### src/plucked_string_chord_synth_unit_macros.svh
// assertion macros for the plucked string chord synth unit
`ifndef PLUCKED_STRING_CHORD_SYNTH_UNIT_MACROS_SVH
`define PLUCKED_STRING_CHORD_SYNTH_UNIT_MACROS_SVH

// same-cycle implication, checked out of reset
`define PSCS_ASSERT_NOW(label, clk, rst_n, ante, cons, msg) \
	label: assert property (@(posedge clk) disable iff (!rst_n) (ante) |-> (cons)) \
		else $error(msg);

// next-cycle implication, checked out of reset
`define PSCS_ASSERT_NEXT(label, clk, rst_n, ante, cons, msg) \
	label: assert property (@(posedge clk) disable iff (!rst_n) (ante) |=> (cons)) \
		else $error(msg);

`endif

### src/pscs_pkg.sv
// shared types, codes and voice region tables for the chord synth
package pscs_pkg;

	localparam int ADDR_W   = 10;
	localparam int SAMPLE_W = 16;
	localparam int GAIN_W   = 11;
	localparam int TICK_W   = 11;
	localparam int OUT_W    = 8;
	localparam int SUM_W    = 19;
	localparam int PROD_W   = 31;

	localparam logic [TICK_W-1:0] TICK_MAX = '1;
	localparam logic [GAIN_W-1:0] GAIN_LOW_RESET  = 11'd510;
	localparam logic [GAIN_W-1:0] GAIN_HIGH_RESET = 11'd511;

	typedef enum logic [1:0] {
		OP_LOAD    = 2'd0,
		OP_RESTART = 2'd1,
		OP_TICK    = 2'd2
	} op_t;

	typedef enum logic {
		REG_GAIN_LOW  = 1'b0,
		REG_GAIN_HIGH = 1'b1
	} cfg_reg_t;

	typedef enum logic [1:0] {
		ST_IDLE,
		ST_RUN,
		ST_DRAIN
	} state_t;

	typedef struct packed {
		logic load_wr;
		logic restart;
		logic clear_mix;
		logic rd_cur;
		logic rd_nxt;
		logic finish;
	} ctl_cmd_t;

	typedef struct packed {
		logic pipe_busy;
		logic voice_active;
	} dp_status_t;

	// first entry of each voice region
	function automatic logic [ADDR_W-1:0] region_lo(input logic [2:0] v);
		logic [ADDR_W-1:0] r;
		unique case (v)
			3'd0: r = 10'd0;
			3'd1: r = 10'd186;
			3'd2: r = 10'd334;
			3'd3: r = 10'd458;
			3'd4: r = 10'd551;
			3'd5: r = 10'd625;
			default: r = 10'd0;
		endcase
		return r;
	endfunction

	// one past the last entry of each voice region
	function automatic logic [ADDR_W-1:0] region_hi(input logic [2:0] v);
		logic [ADDR_W-1:0] r;
		unique case (v)
			3'd0: r = 10'd186;
			3'd1: r = 10'd334;
			3'd2: r = 10'd458;
			3'd3: r = 10'd551;
			3'd4: r = 10'd625;
			3'd5: r = 10'd672;
			default: r = 10'd186;
		endcase
		return r;
	endfunction

endpackage

### src/pscs_ctrl.sv
// controller: walks the voices for a tick and sequences loads, restarts and output
module pscs_ctrl #(
	parameter int VOICES = 6,
	parameter int VIDX_W = 3
) (
	input  logic                 clk,
	input  logic                 arst_n,
	input  logic                 s_tvalid,
	output logic                 s_tready,
	input  logic [1:0]           op_code,
	output logic                 m_tvalid,
	input  logic                 m_tready,
	output pscs_pkg::ctl_cmd_t   cmd,
	output logic [VIDX_W-1:0]    voice,
	input  pscs_pkg::dp_status_t status
);
	import pscs_pkg::*;

	localparam logic [VIDX_W-1:0] LAST_VOICE = VIDX_W'(VOICES - 1);

	state_t            state_q, state_d;
	logic [VIDX_W-1:0] voice_q, voice_d;
	logic              phase_q, phase_d;
	logic              m_tvalid_q;
	logic              accept;

	assign voice    = voice_q;
	assign m_tvalid = m_tvalid_q;
	assign accept   = s_tvalid && s_tready;

	always_ff @(posedge clk or negedge arst_n) begin
		if (!arst_n) begin
			state_q    <= ST_IDLE;
			voice_q    <= '0;
			phase_q    <= 1'b0;
			m_tvalid_q <= 1'b0;
		end else begin
			state_q <= state_d;
			voice_q <= voice_d;
			phase_q <= phase_d;
			if (cmd.finish) begin
				m_tvalid_q <= 1'b1;
			end else if (m_tready) begin
				m_tvalid_q <= 1'b0;
			end
		end
	end

	always_comb begin
		state_d  = state_q;
		voice_d  = voice_q;
		phase_d  = phase_q;
		s_tready = 1'b0;
		cmd      = '0;
		unique case (state_q)
			ST_IDLE: begin
				s_tready = 1'b1;
				if (accept) begin
					unique case (op_code)
						OP_LOAD:    cmd.load_wr = 1'b1;
						OP_RESTART: cmd.restart = 1'b1;
						OP_TICK: begin
							cmd.clear_mix = 1'b1;
							voice_d       = '0;
							phase_d       = 1'b0;
							state_d       = ST_RUN;
						end
						default: ;
					endcase
				end
			end
			ST_RUN: begin
				// two read slots per active voice, one idle slot per waiting voice
				if (phase_q) begin
					cmd.rd_nxt = 1'b1;
					phase_d    = 1'b0;
				end else if (status.voice_active) begin
					cmd.rd_cur = 1'b1;
					phase_d    = 1'b1;
				end
				if (phase_q || !status.voice_active) begin
					if (voice_q == LAST_VOICE) begin
						state_d = ST_DRAIN;
					end else begin
						voice_d = voice_q + 1'b1;
					end
				end
			end
			ST_DRAIN: begin
				if (!status.pipe_busy && (!m_tvalid_q || m_tready)) begin
					cmd.finish = 1'b1;
					state_d    = ST_IDLE;
				end
			end
			default: state_d = ST_IDLE;
		endcase
	end
endmodule

### config.mk
export PLATFORM = sky130hd
export DESIGN_NAME = pscs_ctrl
export DESIGN_NICKNAME = d
export VERILOG_FILES = /design/src/plucked_string_chord_synth_unit_macros.svh /design/src/pscs_pkg.sv /design/src/pscs_ctrl.sv
export SDC_FILE = /design/constraint.sdc
export NUM_CORES = 1
export LEC_CHECK = 0
export BUFFER_PORTS_ARGS = -buffer_cell sky130_fd_sc_hd__buf_2
export CORE_AREA = 5 5 42 44
export CTS_CLUSTER_DIAMETER = 100
export DETAILED_ROUTE_END_ITERATION = 6
export DIE_AREA = 0 0 47 49
export GPL_TIMING_DRIVEN = 0
export PLACE_DENSITY = 0.69
export SYNTH_ARGS = -nofsm -noshare
export SYNTH_HDL_FRONTEND = slang
export SYNTH_SLANG_ARGS = --single-unit
export TNS_END_PERCENT = 20
### constraint.sdc
create_clock -name clk -period 1.3 [get_ports clk]
set_input_delay 0.26 -clock clk [delete_from_list [all_inputs] [get_ports clk]]
set_output_delay 0.26 -clock clk [all_outputs]
set_load 0.01 [all_outputs]
==> reports/metrics.cfg <==
[grt]
grtUsageMet3_pct=3.69
grt_pass1_vias=432
antenna_found_initial=0
grt-ovfl-total=0
grt_use_total_pct=10.4
grt_use_met1_pct=12.8
grt_max_degree=8
top_usage_layer=met2
grt_use_met2_pct=14.7
grt_first_pass_wirelength_um=1730

[sta]
max_freq_ghz=0.683
fin_skew_ns=0.00233
hold_viol=0
finalSetupViolCount=6
period_needed_ns=1.46
slew_violations=0
hold_ws_ns=0.292
relSlewSlack_pct=83.1
rsz0062_at_grt=true
post-route-period-util_pct=113
worst_slack_ns=-0.164
worst_pin_slew_ns=0.249

[drt]
vias=432
dr.first_iter.drc_count=9
antenna_left=0
post-route-drc-count=0
vias_per_cell=4.97
first_pass_iters=4
finalWirelength_um=1020
wl_per_cell_um=11.8

[power]
leakage_nw=0.338
ir_drop_mv=1.08
power_density_nw_per_um2=2120

[setup_path]
crit_path_max_fanout=5
critPathLaunch=state_q[1]$_DFFE_PN0P_
setup.worst_path.start_class=flip-flop
r2r-start=state_q[1]$_DFFE_PN0P_
worstPathRequired_ns=1.04
r2r_slack_ns=0.09
crit_arrival_ns=1.20
r2r_cells=5
crit_type=reg -> out
r2r_end=voice[2]$_DFFE_PN0P_
end_kind=output pin

[clocking]
cts.path.max_buffers=2
cts.htree.levels=1
cts_tree=done
root_buffer=clkbuf_4
insertion_delay_ns=0.26
clock_sinks=7
cts_buffers=3
clk_pin_slew_worst_paths_ns=0.05

[cells_and_area]
drive_gt1_share_pct=54.9
layout.nets=82
utilization_pct=45.6
syn_to_final_growth_pct=49.9
fillers=138
final_cells=87
n_antenna_cell=0

[die]
rows=14
die-area_sq_um=2300
core_area_sq_um=1400
initial_core_util_pct=30.4
die_x_um=47
die_h_um=49
io_pins=19

[run]
drv_cap=0

[min_path]
hold_end=m_tvalid$_DFFE_PN0P_
hold-path-cell-count=4
hp-start=status[1]
hp-class=in -> reg

[place]
hpwl_um=754
gp_congestion=0.709
dp.cells=79
port_buffers=18

[synthesis]
synthCells=45
ys_seq_elements=7
yosysWarnings=0
avgSynthCellArea_sq_um=9.48
syn_area_sq_um=427
synth_seq_area_share_pct=41.1
synthDistinctLibCells=22
synth_nets=55

[status]
violations=setup timing
status=complete, but fails checks

==> final cells by class <==
cell class	instances	area (sq um)	area share [%]
clock buffers	4	26.3	4.11
well taps	16	20.0	3.13
multi-input cells	32	254	39.7
repair buffers	23	143	22.3
flip-flops and latches	7	178	27.8
inverters	5	18.8	2.94
==> metrics by stage <==
stage | setup WS [ns] | power [W] | setup TNS (ns) | area, sq um
floorplan | 0.0160 | 0.000800 | 0 | 433
global placement | -0.0239 | 0.000976 | -0.0239 | 543
global route | -0.237 | 0.00147 | -1.15 | 639
CTS | -0.203 | 0.00132 | -0.963 | 626
detailed placement | -0.0158 | 0.000993 | -0.0185 | 543
finish | -0.164 | 0.00136 | -0.771 | 639
==> critical path: stages (launching register included) <==
cell     delay, ns
dfrtp_2       0.44
or2b_1        0.27
nor2_2        0.13
buf_6         0.11
==> flip-flops by register name, summed over array words and instances, names as in the netlist <==
register  flops
state_q       2
m_tvalid      1
phase_q       1
voice         3
==> Yosys cell counts <==
master    n  area, sq um
nand2b_1  2         12.5
o22ai_1   1         6.26
and2b_2   1         8.76
nor2_1    4         15.0
o21ai_0   4         20.0
nand2_1   2         7.51
dfrtp_1   7          175
o41ai_2   1         16.3
inv_1     5         18.8
and2_1    1         6.26
a21o_1    1         7.51
ha_1      2         25.0
o311ai_1  1         8.76
nand3_1   5         25.0
nor4bb_1  1         10.0
nand3_4   1         17.5
buf_4     1         7.51
and3b_1   1         8.76
and4b_1   1         10.0
or2b_1    1         7.51
nand4_1   1         6.26
nor2b_1   1         6.26
==> timing repair <==
item / 4_1_cts / 5_1_grt
pin swaps: 4 / 2
resized for setup: 5 / 8
setup endpoints to repair: 7 / 7
buffers inserted: 4 / 0
hold buffers: 1 / 0
hold endpoints to repair: 7 / 0
==> cell usage in the layout (no fill, tap or decap), types with 2 or more instances in the layout <==
master,n
ha_1,2
buf_4,4
o21ai_0,4
inv_1,3
inv_2,2
clkbuf_4,3
buf_2,16
dfrtp_2,2
buf_6,2
nor2_1,2
dfrtp_1,5
nand3_1,4
==> power by group <==
part           internal, W  switching, W  total [W]
Clock             0.000118     0.0000898   0.000208
Sequential        0.000312     0.0000987   0.000411
Combinational     0.000374      0.000365   0.000739
==> kinds of logic (layout without fill, tap and decap cells) <==
kind of cell | count (synthesis) | in the layout | share of synthesized area, %
adders and majority gates | 2 | 2 | 5.86
buffers and inverters | 6 | 32 | 6.16
DFF | 7 | 7 | 41.1
and+or+nand+nor | 22 | 22 | 33.1
AOI/OAI and AO/OA | 8 | 8 | 13.8
==> per-layer routing <==
metal  wire, um  up-vias
met3        120        2
li1           -      209
met5          0        -
met4         15        0
met2        450       20
met1        437      201
==> worst max-delay path by stage <==
stage | endpoint | slack, ns | depth (start not counted)
2_1_floorplan | cmd[5] | 0.02 | 2
3_3_place_gp | cmd[2] | -0.02 | 4
3_5_place_dp | cmd[2] | -0.02 | 4
4_1_cts | cmd[5] | -0.20 | 3
5_1_grt | cmd[5] | -0.24 | 3
6_report | cmd[2] | -0.16 | 3
(Power assumes the default switching activity.)
